<file path="config.mk">
export PLATFORM = sky130hd
export DESIGN_NAME = xml_entity_reference_decoder
export DESIGN_NICKNAME = d
export VERILOG_FILES = /design/src/hw/rtl/xerd_pkg.sv /design/src/hw/rtl/xml_entity_reference_decoder.sv /design/src/hw/rtl/xerd_front.sv /design/src/hw/rtl/xerd_queue.sv /design/src/hw/rtl/xerd_back.sv
export SDC_FILE = /design/constraint.sdc
export NUM_CORES = 1
export LEC_CHECK = 0
export BUFFER_PORTS_ARGS = -buffer_cell sky130_fd_sc_hd__buf_2
export CORE_ASPECT_RATIO = 1.75
export CORE_MARGIN = 8
export CORE_UTILIZATION = 60
export DETAILED_ROUTE_END_ITERATION = 8
export GPL_ROUTABILITY_DRIVEN = 0
export GPL_TIMING_DRIVEN = 0
export PLACE_DENSITY_LB_ADDON = 0.08
export SLEW_MARGIN = 0
export SYNTH_ARGS = -nofsm -noshare
export SYNTH_HDL_FRONTEND = slang
export SYNTH_SLANG_ARGS = --single-unit
</file>
<file path="constraint.sdc">
create_clock -name clk -period 7.1 [get_ports clk]
set_input_delay 0.71 -clock clk [delete_from_list [all_inputs] [get_ports clk]]
set_output_delay 0.71 -clock clk [all_outputs]
set_load 0.01 [all_outputs]
</file>
<file path="src/hw/rtl/xerd_pkg.sv">
// ----------------------------------------------------------------------------
// xerd_pkg - shared types and constants for the entity reference decoder
// Beat formats on the input, internal command queue and result channels,
// parser mode codes and the predefined entity name table.
// ----------------------------------------------------------------------------
package xerd_pkg;

  // input beat: one raw byte of the attribute value
  typedef struct packed {
    logic [7:0] in_byte;
    logic       in_last;
  } xerd_in_t;

  // result beat
  typedef struct packed {
    logic [7:0] out_byte;
    logic       byte_valid;
    logic       string_end;
    logic       run_last;
  } xerd_out_t;

  // command from front to back: what one input beat produces
  // nbytes == 0 is only queued for the last beat (bare end marker)
  typedef struct packed {
    logic [2:0]  nbytes;
    logic        is_cp;
    logic [7:0]  lit;
    logic [20:0] cp;
    logic        last;
  } xerd_cmd_t;

  // parser modes
  localparam logic [2:0] MODE_NORMAL = 3'd0;
  localparam logic [2:0] MODE_AMP    = 3'd1;
  localparam logic [2:0] MODE_HASH   = 3'd2;
  localparam logic [2:0] MODE_XSEEN  = 3'd3;
  localparam logic [2:0] MODE_DIGITS = 3'd4;
  localparam logic [2:0] MODE_NAME   = 3'd5;
  localparam logic [2:0] MODE_SEMI   = 3'd6;

  // special characters
  localparam logic [7:0] CH_AMP   = 8'h26;
  localparam logic [7:0] CH_HASH  = 8'h23;
  localparam logic [7:0] CH_X     = 8'h78;
  localparam logic [7:0] CH_PLUS  = 8'h2B;
  localparam logic [7:0] CH_SEMI  = 8'h3B;

  localparam int unsigned NUM_ENT = 5;

  // entity name text, character i in bits [8*i +: 8], zero padded
  function automatic logic [39:0] ent_text(input logic [2:0] k);
    logic [39:0] t;
    case (k)
      3'd0:    t = 40'h00_00_70_6D_61; // amp
      3'd1:    t = 40'h00_00_00_74_6C; // lt
      3'd2:    t = 40'h00_00_00_74_67; // gt
      3'd3:    t = 40'h00_74_6F_75_71; // quot
      3'd4:    t = 40'h00_73_6F_70_61; // apos
      default: t = 40'h0;
    endcase
    return t;
  endfunction

  function automatic logic [7:0] ent_char(input logic [2:0] k, input logic [2:0] i);
    logic [39:0] sh;
    sh = ent_text(k) >> {i, 3'b000};
    return sh[7:0];
  endfunction

  function automatic logic [2:0] ent_len(input logic [2:0] k);
    logic [2:0] n;
    case (k)
      3'd0:    n = 3'd3;
      3'd1:    n = 3'd2;
      3'd2:    n = 3'd2;
      3'd3:    n = 3'd4;
      3'd4:    n = 3'd4;
      default: n = 3'd0;
    endcase
    return n;
  endfunction

  function automatic logic [7:0] ent_value(input logic [2:0] k);
    logic [7:0] v;
    case (k)
      3'd0:    v = 8'h26;
      3'd1:    v = 8'h3C;
      3'd2:    v = 8'h3E;
      3'd3:    v = 8'h22;
      3'd4:    v = 8'h27;
      default: v = 8'h00;
    endcase
    return v;
  endfunction

  // first n characters of names k and c agree
  function automatic logic ent_prefix_eq(input logic [2:0] k, input logic [2:0] c,
                                         input logic [2:0] n);
    logic eq;
    eq = 1'b1;
    for (int i = 0; i < 5; i++) begin
      if ((3'(i) < n) && (ent_char(k, 3'(i)) != ent_char(c, 3'(i)))) begin
        eq = 1'b0;
      end
    end
    return eq;
  endfunction

endpackage

</file>
<file path="src/hw/rtl/xml_entity_reference_decoder.sv">
// ----------------------------------------------------------------------------
// xml_entity_reference_decoder - attribute value entity/char reference decoder
// Passes bytes through, expands the five predefined entities and numeric
// references (decimal or #x hex) to UTF-8, halting on malformed input.
//
//   channel  handshake         payload
//   -------  ----------------  -------------------------------------------
//   in       in_push/in_full   in_data  : in_byte, in_last
//   out      out_pop/out_empty out_data : out_byte, byte_valid,
//                                         string_end, run_last
//
// One input beat is taken per cycle while the command queue has room; the
// parser state loop (digit multiply-add and name match) is a single combinational step.
// Each beat yields 0 to 4 result beats, sent one per cycle while out_pop is
// high, so a beat that expands to n bytes holds the result side for n pops;
// QUEUE_DEPTH commands can wait between the two sides. Results appear at the
// earliest in the cycle after their input beat. Synchronous reset, no sweep.
// ----------------------------------------------------------------------------
module xml_entity_reference_decoder #(
  parameter int unsigned QUEUE_DEPTH = 4
) (
  input  logic                clk,
  input  logic                rst_n,
  input  logic                in_push,
  output logic                in_full,
  input  xerd_pkg::xerd_in_t  in_data,
  output logic                out_empty,
  input  logic                out_pop,
  output xerd_pkg::xerd_out_t out_data
);
  import xerd_pkg::*;

  logic      q_push, q_pop, q_full, q_empty;
  xerd_cmd_t q_cmd, head_cmd;

  assign in_full = q_full;

  xerd_front u_front (
    .clk     (clk),
    .rst_n   (rst_n),
    .in_push (in_push),
    .in_data (in_data),
    .q_full  (q_full),
    .q_push  (q_push),
    .q_cmd   (q_cmd)
  );

  xerd_queue #(
    .DEPTH (QUEUE_DEPTH)
  ) u_queue (
    .clk      (clk),
    .rst_n    (rst_n),
    .push     (q_push),
    .push_cmd (q_cmd),
    .full     (q_full),
    .pop      (q_pop),
    .head_cmd (head_cmd),
    .empty    (q_empty)
  );

  xerd_back u_back (
    .clk       (clk),
    .rst_n     (rst_n),
    .head_cmd  (head_cmd),
    .q_empty   (q_empty),
    .q_pop     (q_pop),
    .out_empty (out_empty),
    .out_pop   (out_pop),
    .out_data  (out_data)
  );

endmodule

</file>
<file path="src/hw/rtl/xerd_front.sv">
// ----------------------------------------------------------------------------
// xerd_front - reference parser
// Consumes one input beat per cycle while the queue has room, tracks the
// reference parse state and issues one command per beat that yields output, or is the last, into the command queue.
// ----------------------------------------------------------------------------
module xerd_front (
  input  logic               clk,
  input  logic               rst_n,
  input  logic               in_push,
  input  xerd_pkg::xerd_in_t in_data,
  input  logic               q_full,
  output logic               q_push,
  output xerd_pkg::xerd_cmd_t q_cmd
);
  import xerd_pkg::*;

  logic [2:0]  mode_r, mode_nxt;
  logic        hex_r, hex_nxt;
  logic [31:0] cp_r, cp_nxt;
  logic        have_r, have_nxt;
  logic [2:0]  cand_r, cand_nxt;
  logic [2:0]  pos_r, pos_nxt;
  logic        halted_r, halted_nxt;

  logic        acc;
  logic [7:0]  b;
  logic        last;

  // digit decode and accumulate
  logic        dig_ok;
  logic [3:0]  dval;
  logic [35:0] cp_mul;
  logic [35:0] cp_sum;
  logic        ovf;

  // name match
  logic [2:0]  cur;
  logic [NUM_ENT-1:0] hit;
  logic        name_ok;
  logic [2:0]  name_k;
  logic [2:0]  pos_inc;

  logic        do_digit, do_name;
  logic        emit_lit, emit_cp;
  logic [7:0]  lit;
  logic [2:0]  cp_nb;

  assign acc  = in_push && !q_full;
  assign b    = in_data.in_byte;
  assign last = in_data.in_last;

  // digit of the current base
  always_comb begin
    dig_ok = 1'b0;
    dval   = 4'd0;
    if (b >= 8'h30 && b <= 8'h39) begin
      dig_ok = 1'b1;
      dval   = b[3:0];
    end else if (hex_r && ((b >= 8'h61 && b <= 8'h66) || (b >= 8'h41 && b <= 8'h46))) begin
      dig_ok = 1'b1;
      dval   = 4'(b[2:0] + 3'd1) + 4'd8;
    end
  end

  assign cp_mul = hex_r ? {cp_r, 4'b0000}
                        : ({1'b0, cp_r, 3'b000} + {3'b000, cp_r, 1'b0});
  assign cp_sum = cp_mul + {32'd0, dval};
  assign ovf    = |cp_sum[35:32];

  // candidate names that take this byte at this position
  assign cur     = (cand_r < 3'(NUM_ENT)) ? cand_r : 3'd0;
  assign pos_inc = pos_r + 3'd1;
  always_comb begin
    for (int k = 0; k < NUM_ENT; k++) begin
      hit[k] = (3'(k) >= cur) && (ent_len(3'(k)) > pos_r) && (pos_r < 3'd5) &&
               (ent_char(3'(k), pos_r) == b) && ent_prefix_eq(3'(k), cur, pos_r);
    end
  end

  // lowest matching candidate
  always_comb begin
    name_ok = 1'b0;
    name_k  = 3'd0;
    for (int k = NUM_ENT - 1; k >= 0; k--) begin
      if (hit[k]) begin
        name_ok = 1'b1;
        name_k  = 3'(k);
      end
    end
  end

  // parse step
  always_comb begin
    mode_nxt   = mode_r;
    hex_nxt    = hex_r;
    cp_nxt     = cp_r;
    have_nxt   = have_r;
    cand_nxt   = cand_r;
    pos_nxt    = pos_r;
    halted_nxt = halted_r;
    do_digit   = 1'b0;
    do_name    = 1'b0;
    emit_lit   = 1'b0;
    emit_cp    = 1'b0;
    lit        = b;

    if (!halted_r) begin
      case (mode_r)
        MODE_NORMAL: begin
          if (b == CH_AMP) begin
            mode_nxt = MODE_AMP;
            hex_nxt  = 1'b0;
            cp_nxt   = 32'd0;
            have_nxt = 1'b0;
            cand_nxt = 3'd0;
            pos_nxt  = 3'd0;
          end else begin
            emit_lit = 1'b1;
          end
        end
        MODE_AMP: begin
          if (b == CH_HASH) mode_nxt = MODE_HASH;
          else do_name = 1'b1;
        end
        MODE_HASH: begin
          if (b == CH_X) begin
            hex_nxt  = 1'b1;
            mode_nxt = MODE_XSEEN;
          end else if (b == CH_PLUS) begin
            mode_nxt = MODE_DIGITS;
          end else begin
            do_digit = 1'b1;
          end
        end
        MODE_XSEEN: begin
          if (b == CH_PLUS) mode_nxt = MODE_DIGITS;
          else do_digit = 1'b1;
        end
        MODE_DIGITS: do_digit = 1'b1;
        MODE_NAME:   do_name = 1'b1;
        MODE_SEMI: begin
          if (b == CH_SEMI) mode_nxt = MODE_NORMAL;
          else halted_nxt = 1'b1;
        end
        default: halted_nxt = 1'b1;
      endcase
    end

    // digit run: accumulate, or close the run and expect ';'
    if (do_digit) begin
      mode_nxt = MODE_DIGITS;
      if (dig_ok) begin
        cp_nxt   = cp_sum[31:0];
        have_nxt = 1'b1;
        if (ovf) halted_nxt = 1'b1;
      end else if (!have_r) begin
        halted_nxt = 1'b1;
      end else begin
        emit_cp = 1'b1;
        if (b == CH_SEMI) mode_nxt = MODE_NORMAL;
        else halted_nxt = 1'b1;
      end
    end

    // entity name: advance along the matched candidate
    if (do_name) begin
      if (!name_ok) begin
        halted_nxt = 1'b1;
      end else begin
        cand_nxt = name_k;
        pos_nxt  = pos_inc;
        mode_nxt = MODE_NAME;
        if (pos_inc == ent_len(name_k)) begin
          emit_lit = 1'b1;
          lit      = ent_value(name_k);
          mode_nxt = MODE_SEMI;
        end
      end
    end

    // string ends inside a digit run: flush it
    if (last && !halted_nxt && mode_nxt == MODE_DIGITS && have_nxt) begin
      emit_cp = 1'b1;
    end
  end

  // UTF-8 length of the emitted code point
  always_comb begin
    if (cp_nxt == 32'd0 || cp_nxt[31:21] != 11'd0) cp_nb = 3'd0;
    else if (cp_nxt[20:7] == 14'd0)                cp_nb = 3'd1;
    else if (cp_nxt[20:11] == 10'd0)               cp_nb = 3'd2;
    else if (cp_nxt[20:16] == 5'd0)                cp_nb = 3'd3;
    else                                           cp_nb = 3'd4;
  end

  // command to the back end
  always_comb begin
    q_cmd.is_cp  = emit_cp;
    q_cmd.lit    = lit;
    q_cmd.cp     = cp_nxt[20:0];
    q_cmd.last   = last;
    if (emit_lit)     q_cmd.nbytes = 3'd1;
    else if (emit_cp) q_cmd.nbytes = cp_nb;
    else              q_cmd.nbytes = 3'd0;
  end

  assign q_push = acc && (q_cmd.nbytes != 3'd0 || last);

  // state registers; the last beat returns everything to reset
  always_ff @(posedge clk) begin
    if (!rst_n) begin
      mode_r   <= MODE_NORMAL;
      hex_r    <= 1'b0;
      cp_r     <= 32'd0;
      have_r   <= 1'b0;
      cand_r   <= 3'd0;
      pos_r    <= 3'd0;
      halted_r <= 1'b0;
    end else if (acc) begin
      if (last) begin
        mode_r   <= MODE_NORMAL;
        hex_r    <= 1'b0;
        cp_r     <= 32'd0;
        have_r   <= 1'b0;
        cand_r   <= 3'd0;
        pos_r    <= 3'd0;
        halted_r <= 1'b0;
      end else begin
        mode_r   <= mode_nxt;
        hex_r    <= hex_nxt;
        cp_r     <= cp_nxt;
        have_r   <= have_nxt;
        cand_r   <= cand_nxt;
        pos_r    <= pos_nxt;
        halted_r <= halted_nxt;
      end
    end
  end

`ifndef SYNTHESIS
  // a halted parser only queues the end marker
  a_halt_quiet: assert property (@(posedge clk) disable iff (!rst_n)
    acc && halted_r && !last |-> !q_push)
    else $error("halted parser queued a command");

  // the last beat always queues exactly one closing command
  a_last_queued: assert property (@(posedge clk) disable iff (!rst_n)
    acc && last |-> q_push && q_cmd.last)
    else $error("last beat did not queue a command");

  // after the last beat the parser is back in pass-through
  a_last_resets: assert property (@(posedge clk) disable iff (!rst_n)
    acc && last |=> mode_r == MODE_NORMAL && !halted_r && !have_r)
    else $error("parser state not cleared after last beat");
`endif

endmodule

</file>
<file path="src/hw/rtl/xerd_queue.sv">
// ----------------------------------------------------------------------------
// xerd_queue - command queue between parser and emitter
// Small register FIFO; full and empty come from registered count only.
// ----------------------------------------------------------------------------
module xerd_queue #(
  parameter int unsigned DEPTH = 4
) (
  input  logic                clk,
  input  logic                rst_n,
  input  logic                push,
  input  xerd_pkg::xerd_cmd_t push_cmd,
  output logic                full,
  input  logic                pop,
  output xerd_pkg::xerd_cmd_t head_cmd,
  output logic                empty
);
  import xerd_pkg::*;

  localparam int unsigned PW = (DEPTH > 1) ? $clog2(DEPTH) : 1;
  localparam int unsigned CW = $clog2(DEPTH + 1);

  xerd_cmd_t         mem_r [DEPTH];
  logic [PW-1:0]     wp_r, rp_r;
  logic [CW-1:0]     cnt_r;
  logic              do_push, do_pop;

  assign full     = (cnt_r == CW'(DEPTH));
  assign empty    = (cnt_r == '0);
  assign do_push  = push && !full;
  assign do_pop   = pop && !empty;
  assign head_cmd = mem_r[rp_r];

  function automatic logic [PW-1:0] wrap_inc(input logic [PW-1:0] p);
    return (p == PW'(DEPTH - 1)) ? '0 : p + PW'(1);
  endfunction

  // storage
  always_ff @(posedge clk) begin
    if (do_push) mem_r[wp_r] <= push_cmd;
  end

  // pointers and fill count
  always_ff @(posedge clk) begin
    if (!rst_n) begin
      wp_r  <= '0;
      rp_r  <= '0;
      cnt_r <= '0;
    end else begin
      if (do_push) wp_r <= wrap_inc(wp_r);
      if (do_pop)  rp_r <= wrap_inc(rp_r);
      if (do_push && !do_pop)      cnt_r <= cnt_r + CW'(1);
      else if (do_pop && !do_push) cnt_r <= cnt_r - CW'(1);
    end
  end

`ifndef SYNTHESIS
  // fill count follows a push without a pop
  a_cnt_track: assert property (@(posedge clk) disable iff (!rst_n)
    do_push && !do_pop |=> cnt_r == $past(cnt_r) + CW'(1))
    else $error("queue count did not follow push");
`endif

endmodule

</file>
<file path="src/hw/rtl/xerd_back.sv">
// ----------------------------------------------------------------------------
// xerd_back - result emitter
// Walks the head command one result beat at a time: a literal byte, the
// UTF-8 bytes of a code point, or a bare end marker.
// ----------------------------------------------------------------------------
module xerd_back (
  input  logic                clk,
  input  logic                rst_n,
  input  xerd_pkg::xerd_cmd_t head_cmd,
  input  logic                q_empty,
  output logic                q_pop,
  output logic                out_empty,
  input  logic                out_pop,
  output xerd_pkg::xerd_out_t out_data
);
  import xerd_pkg::*;

  logic [1:0] idx_r;
  logic       take;
  logic       final_beat;
  logic [7:0] enc;

  // byte idx of the UTF-8 form of a code point with nb bytes
  function automatic logic [7:0] utf8_byte(input logic [20:0] cp, input logic [2:0] nb,
                                           input logic [1:0] idx);
    logic [7:0] r;
    logic [2:0] lane;
    lane = nb - 3'(idx) - 3'd1;  // continuation groups still to follow
    r = 8'h00;
    if (nb == 3'd1) begin
      r = {1'b0, cp[6:0]};
    end else if (idx == 2'd0) begin
      case (nb)
        3'd2:    r = {3'b110, cp[10:6]};
        3'd3:    r = {4'b1110, cp[15:12]};
        3'd4:    r = {5'b11110, cp[20:18]};
        default: r = 8'h00;
      endcase
    end else begin
      case (lane)
        3'd0:    r = {2'b10, cp[5:0]};
        3'd1:    r = {2'b10, cp[11:6]};
        3'd2:    r = {2'b10, cp[17:12]};
        default: r = 8'h00;
      endcase
    end
    return r;
  endfunction

  assign enc        = head_cmd.is_cp ? utf8_byte(head_cmd.cp, head_cmd.nbytes, idx_r)
                                     : head_cmd.lit;
  assign final_beat = (head_cmd.nbytes == 3'd0) ||
                      ({1'b0, idx_r} == head_cmd.nbytes - 3'd1);

  // result beat
  assign out_empty           = q_empty;
  assign out_data.byte_valid = (head_cmd.nbytes != 3'd0);
  assign out_data.out_byte   = out_data.byte_valid ? enc : 8'h00;
  assign out_data.run_last   = final_beat;
  assign out_data.string_end = final_beat && head_cmd.last;

  assign take  = out_pop && !q_empty;
  assign q_pop = take && final_beat;

  // position inside the head command
  always_ff @(posedge clk) begin
    if (!rst_n) begin
      idx_r <= 2'd0;
    end else if (take) begin
      idx_r <= final_beat ? 2'd0 : idx_r + 2'd1;
    end
  end

`ifndef SYNTHESIS
  // the byte index never runs past the command's length
  a_idx_range: assert property (@(posedge clk) disable iff (!rst_n)
    !q_empty && head_cmd.nbytes != 3'd0 |-> {1'b0, idx_r} < head_cmd.nbytes)
    else $error("emitter index beyond command length");

  // a fresh command always starts at its first byte
  a_idx_restart: assert property (@(posedge clk) disable iff (!rst_n)
    q_pop |=> idx_r == 2'd0)
    else $error("emitter index not cleared after command");
`endif

endmodule
</file>
## Yosys cells after proc, flatten, opt, wreduce, memory -nomap -nowiden

Memories as Yosys holds them, arrays and structs flattened. A register that Yosys moved wholly into a read port is not among the register bits.
Cells that the tools add are included.

| storage, ports and cells | value |
|---|---|
| output and inout port bits | 13 |
| bits in registers | 53 |
| input bits | 13 |
| memories | 1 |
| bits in writable memories | 136 |
| word-level logic and storage cells | 327 |

| operators by class | value |
|---|---|
| eq/ne operators | 51 |
| reductions and logical operators | 84 |
| add/subtract/negate cells | 13 |
| magnitude comparators | 21 |
| shifts and indexed selects | 5 |
| muxes and demuxes | 141 |

Memory list:

| memory | depth | width | rd ports | clocked after Yosys merged registers in | write ports | line | source |
|---|---|---|---|---|---|---|---|
| u_queue.mem_r | 4 | 34 | 1 | 1 | 1 | xerd_queue.sv:22 | `xerd_cmd_t mem_r [DEPTH];` |

Operators by type and width:

| operator | number |
|---|---|
| $mux W32 | 6 |
| $pmux W31 S5 | 1 |
| $mux W3 | 41 |
| $ne A7 B8 Y1 const A | 12 |
| $mux W1 | 68 |
| $shr A31 B6 Y8 const A | 2 |
| $mux W8 | 7 |
| $logic_and A1 B1 Y1 | 51 |
| $pmux W8 S3 | 2 |
| $eq A8 B8 Y1 | 5 |
| $add A35 B33 Y36 | 1 |
| $add A36 B4 Y36 | 1 |
| $mux W36 | 1 |
| $eq A8 B6 Y1 const B | 4 |
| $logic_not A32 Y1 | 1 |
| $pmux W6 S5 | 1 |
| $shr A15 B6 Y8 const A | 2 |
| $eq A3 B2 Y1 const B | 9 |
| $eq A3 B3 Y1 const B | 8 |
| $shr A23 B6 Y8 const A | 1 |
| $logic_not A3 Y1 | 6 |
| $ge A8 B7 Y1 const B | 2 |
| $le A8 B7 Y1 const B | 2 |
| $reduce_bool A8 Y1 | 2 |
| 44 further kinds | 79 |

## Logic depth before layout (Yosys ltp)

| depth | value |
|---|---|
| word-level depth | 40 |
| gate-level depth with buffers | 28 |
| gate-level depth less buffers | 25 |

## Hierarchy

Synthesis repeated with hierarchy kept, for this count alone.

| unflattened totals | value |
|---|---|
| cells, all modules | 1353 |
| area total of the unflattened synthesis | 13307.8 um^2 |

Modules (own cells, without submodules):

| module | sequential area each (um^2) | cells each | area each (um^2) | instances |
|---|---|---|---|---|
| xerd_front | 880.8 | 1010 | 7051.8 | 1 |
| xerd_queue | 4264.1 | 229 | 5435.2 | 1 |
| xerd_back | 40.0 | 114 | 820.8 | 1 |

## Least setup slack after synthesis

OpenSTA, ideal clock, no wires.

| timing | value |
|---|---|
| path type | reg-to-reg |
| from | register u_front.hex_r |
| to | register u_queue.cnt_r[2] |
| path buffers | 8 |
| data required time | 7024 ps |
| cell stages (with the launch flop) | 29 |
| setup time | 76 ps |
| slack | 910 ps |
| arrival | 6115 ps |
| clock period less this slack | 6190 ps |
| cell sequence | dfxtp_1 -> buf_2 -> buf_2 -> buf_2 -> buf_2 -> buf_2 -> clkbuf_1 -> clkbuf_1 -> clkbuf_1 -> nor2b_1 -> ha_1 -> a21o_1 -> a21oi_1 -> a21oi_1 -> a21bo_1 -> nor3_4 -> nand2_1 -> or3_1 -> a2111oi_0 -> o31ai_1 -> a311oi_2 -> nand3_2 -> a21oi_4 -> ha_1 -> inv_1 -> fa_1 -> xor2_1 -> or3_1 -> a21boi_0 |

| between the ends | value |
|---|---|
| word-level cells in the longest chain between the ends | 24 |
| elaborated cells between the ends (all ways) | 50 |
| classes of those cells | add/sub: 1; eq/ne: 1; mux: 28; reduce/logical: 20 |

RTL lines:

| element | line | source |
|---|---|---|
| from (decl) | xerd_front.sv:18 | `logic hex_r, hex_nxt;` |
| from (signal assigned) | xerd_front.sv:230 | `hex_r <= hex_nxt;` |
| $logic_and A1 B1 Y1 | xerd_front.sv:59 | `end else if (hex_r && ((b >= 8'h61 && b <= 8'h66) \|\| (b >= 8'h41 && b <= 8'h46))) begin` |
| $mux W4 | xerd_front.sv:59 |  |
| $mux W4 | xerd_front.sv:56 | `if (b >= 8'h30 && b <= 8'h39) begin` |
| $add A36 B4 Y36 | xerd_front.sv:67 | `assign cp_sum = cp_mul + {32'd0, dval};` |
| $reduce_or A4 Y1 | xerd_front.sv:68 | `assign ovf = \|cp_sum[35:32];` |
| $mux W1 | xerd_front.sv:155 | `if (ovf) halted_nxt = 1'b1;` |
| $mux W1 | xerd_front.sv:152 | `if (dig_ok) begin` |
| $mux W1 | xerd_front.sv:150 | `if (do_digit) begin` |
| (+9 left out) | -- |  |
| $reduce_bool A3 Y1 * | xerd_front.sv:207 | `assign q_push = acc && (q_cmd.nbytes != 3'd0 \|\| last);` |
| $logic_or A1 B1 Y1 * | xerd_front.sv:207 |  |
| $logic_and A1 B1 Y1 * | xerd_front.sv:207 |  |
| $logic_and A1 B1 Y1 * | xerd_queue.sv:29 | `assign do_push = push && !full;` |
| via u_queue.do_push | xerd_queue.sv:25 | `logic do_push, do_pop;` |
| $logic_not A1 Y1 | xerd_queue.sv:52 | `else if (do_pop && !do_push) cnt_r <= cnt_r - CW'(1);` |
| $logic_and A1 B1 Y1 | xerd_queue.sv:52 |  |
| $reduce_bool A2 Y1 (no source line) | -- |  |
| to (signal assigned) | xerd_queue.sv:51 | `if (do_push && !do_pop) cnt_r <= cnt_r + CW'(1);` |
| to (signal assigned) | xerd_queue.sv:52 |  |
| to (decl) | xerd_queue.sv:24 | `logic [CW-1:0] cnt_r;` |

The timed path passes the listed nets; every way through them passes the cells marked *.
A chain may end at the register's enable or synchronous reset.

## Worst setup path in the final report

Ends and elaborated chain as after synthesis.

==> impl_metrics.json <==
{
  "outcome": "finished, final reports clean",
  "p_per_area_nw_per_um2": 202,
  "async_reset_ff_frac": 0,
  "critical_path_arrival_ns": 7.23,
  "rsz0062_at_grt": "false",
  "nets": 1496,
  "syn_inst": 1370,
  "power_leakage_nw": 5.06,
  "layout_common_cells": "136 x edfxtp_1, 107 x nand2_1, 93 x nor2_1, 73 x a21oi_1, 66 x o21ai_0",
  "required_ns": 7.46,
  "htreeDepth": 4,
  "totalWireLength_um": 39700,
  "area_delta_synth_final_pct": 10.0,
  "cp-start-kind": "flip-flop",
  "cts_buffer_depth": 2,
  "holdWs_ns": 0.494,
  "drive_gt1_frac": 0.127,
  "ys_ff_latch": 191,
  "hold_class": "flip-flop to flip-flop",
  "endpoint": "u_queue.cnt_r[2]",
  "finalHoldViolations": 0,
  "worstSetupPathType": "flip-flop to flip-flop",
  "tightest_slew_ns": 1.10,
  "antenna_found_initial": 0,
  "initialDrtViolationCount": 990,
  "row_count": 72,
  "die-area_um2": 27400,
  "synth_edf_count": 136,
  "grt_pass1_vias": 11300,
  "pwr-share-seq": 0.449,
  "cts.sinks": 191,
  "synth_largest_area_cell": "edfxtp_1",
  "grt.overflow.total": 0,
  "instances_no_fill": 1729,
  "power.share.switching": 0.291,
  "cts_buffers": 17,
  "r2r_slack_ns": 0.23,
  "io_pins": 26,
  "dp_cells": 1690,
  "cts.clk_slew.worst_paths_ns": 0.07,
  "p_int_w": 0.00210,
  "grt_first_pass_wirelength_um": 61200,
  "synth.net_count": 1446,
  "ys_seq_area_frac": 0.390,
  "cp-startpoint": "u_front.hex_r",
  "yosys.area.top_type_share": 0.307,
  "hpwl_um": 30300,
  "r2r_end": "u_queue.cnt_r[2]",
  "drc": 0,
  "vias": 11700,
  "slew_headroom": 0.260,
  "die_w_um": 129,
  "root_buffer": "clkbuf_16",
  "detail-route-antenna-nets": 0,
  "ys.warnings.count": 0,
  "synth_area_leaders": "edfxtp_1 31%, dfxtp_1 8.3%, mux4_2 5.8%, ha_1 5.6%, nand2_1 3.0%",
  "io_buffer_count": 23,
  "synth_area_um2": 13300,
  "critPathMaxFanout": 19,
  "slew_viol_final": 0,
  "wl_per_cell_um": 23.0,
  "combinationalPowerShare": 0.215,
  "reg2reg_depth": 27,
  "design_area_um2": 14600,
  "core_um2": 22000,
  "fin_crit_sh": 0.968,
  "cts_tree": "yes",
  "clk_latency_ns": 0.45,
  "yosys_most_used_dff": "edfxtp_1",
  "timing.fmax_mhz": 146,
  "cp-end-kind": "flip-flop",
  "place_area_um2": 13800,
  "avgSynthCellArea_um2": 9.71,
  "finalSetupViolations": 0,
  "diodes": 0,
  "finalCriticalPeriod_ns": 6.87,
  "start_util": 0.605,
  "cap_violations": 0,
  "viasPerCell": 6.76,
  "die_height_um": 213,
  "final_common_cell": "edfxtp_1",
  "grt_start_max_net_pins": 35,
  "pwr-share-clk": 0.336,
  "ir_worst_vdd_v": 0.000190,
  "r2r_start": "u_front.hex_r",
  "synth_cell_type_count": 101,
  "p_sw_w": 0.000861,
  "drtPass1Iterations": 9,
  "grt_use_total": 0.293,
  "finalSetupTns_ns": 0,
  "clock_skew_ns": 0.0122
}
[synthesized netlist by cell type, drive strengths merged, types with 40 or more instances]
cell type and instances:
dfxtp 55, clkbuf 61, ha 59, nor2 93
edfxtp 136, o21ai 73, inv 51, nand3 42
nor3 40, a21oi 79, nor2b 52, nand2 108
[stage by stage]
step            util  power, W  setup WS [ns]
2_1_floorplan      -   0.00178          0.910
3_3_place_gp   0.627   0.00197          -2.27
3_5_place_dp   0.628   0.00198          -1.86
4_1_cts        0.661   0.00297         0.0297
5_1_grt        0.666   0.00307        0.00677
6_report       0.666   0.00296          0.230
[power groups by stage]
stage	logic [W]	registers [W]	clock network, W
5_1_grt	0.000693	0.00134	0.00104
3_3_place_gp	0.000621	0.00135	0
4_1_cts	0.000633	0.00133	0.00100
2_1_floorplan	0.000441	0.00134	0
6_report	0.000637	0.00133	0.000993
3_5_place_dp	0.000628	0.00135	0
[cell type report]
| type | count | area [µm²] |
|---|---|---|
| multi-input combinational | 1045 | 7680 |
| timing repair buffer | 33 | 215 |
| clock buffer | 22 | 528 |
| fill | 1801 | 7350 |
| buffer | 81 | 360 |
| inverter | 51 | 191 |
| clock inverter | 10 | 103 |
| tap | 296 | 370 |
| sequential | 191 | 5180 |
[how the worst min path moves through the flow]
stage / from / endpoint / depth (start not counted)
2_1_floorplan: u_back.idx_r[0] / u_back.idx_r[0] / 2
3_3_place_gp: u_back.idx_r[0] / u_back.idx_r[0] / 2
3_5_place_dp: u_back.idx_r[0] / u_back.idx_r[0] / 2
4_1_cts: in_data[0] / u_queue.mem_r[2][0] / 1
5_1_grt: in_data[0] / u_queue.mem_r[2][0] / 1
6_report: u_back.idx_r[0] / u_back.idx_r[0] / 2
[worst max-delay path, stage by stage (launching register included)]
cell	delay, ns
dfxtp_1	0.44
buf_4	0.26
buf_6	0.23
buf_4	0.23
buf_4	0.22
clkbuf_8	0.24
clkbuf_4	0.29
nor2b_1	0.11
ha_1	0.28
a21o_1	0.14
a21oi_1	0.12
a21oi_2	0.25
a21bo_1	0.29
nor3_4	0.22
buf_12	0.15
nand4_1	0.18
or2_2	0.38
nor3b_2	0.22
o311ai_0	0.16
nor4_2	0.53
nand3_2	0.22
a21oi_4	0.24
ha_1	0.24
inv_1	0.07
fa_1	0.37
xor2_1	0.17
or3_1	0.30
a21boi_0	0.19
[metal layers]
| metal | track usage | wire [µm] | up-vias |
|---|---|---|---|
| li1 | - | - | 5388 |
| met3 | 0.0375 | 1800 | 184 |
| met2 | 0.539 | 21200 | 491 |
| met4 | 0.218 | 2790 | 0 |
| met5 | 0 | 0 | - |
| met1 | 0.294 | 13900 | 5625 |
[flip-flops by register name, summed over array words and instances, names as in the netlist, named ones only]
register          flops
u_front.have_r        1
u_queue.wp_r          2
u_queue.cnt_r         3
u_queue.mem_r       136
u_front.halted_r      1
u_front.mode_r        3
u_front.pos_r         3
u_queue.rp_r          2
u_front.hex_r         1
u_back.idx_r          2
u_front.cp_r         32
u_front.cand_r        3
[repair_timing]
item,4_1_cts,5_1_grt
resized for setup,17,10
setup buffers,1,8
pin swaps,1,4
hold buffers,0,0
setup endpoints to repair,159,104
[logic make-up (layout without fill, tap and decap cells)]
group | Yosys count | after routing | synth area share
buf+inv | 134 | 197 | 0.0400
flops | 191 | 191 | 0.390
simple gates | 505 | 505 | 0.202
fa+ha+maj | 63 | 63 | 0.0615
mux | 47 | 47 | 0.0675
xor+xnor | 31 | 31 | 0.0204
compound gates | 399 | 399 | 0.219
No activity file was read; power rests on OpenSTA's default activity.
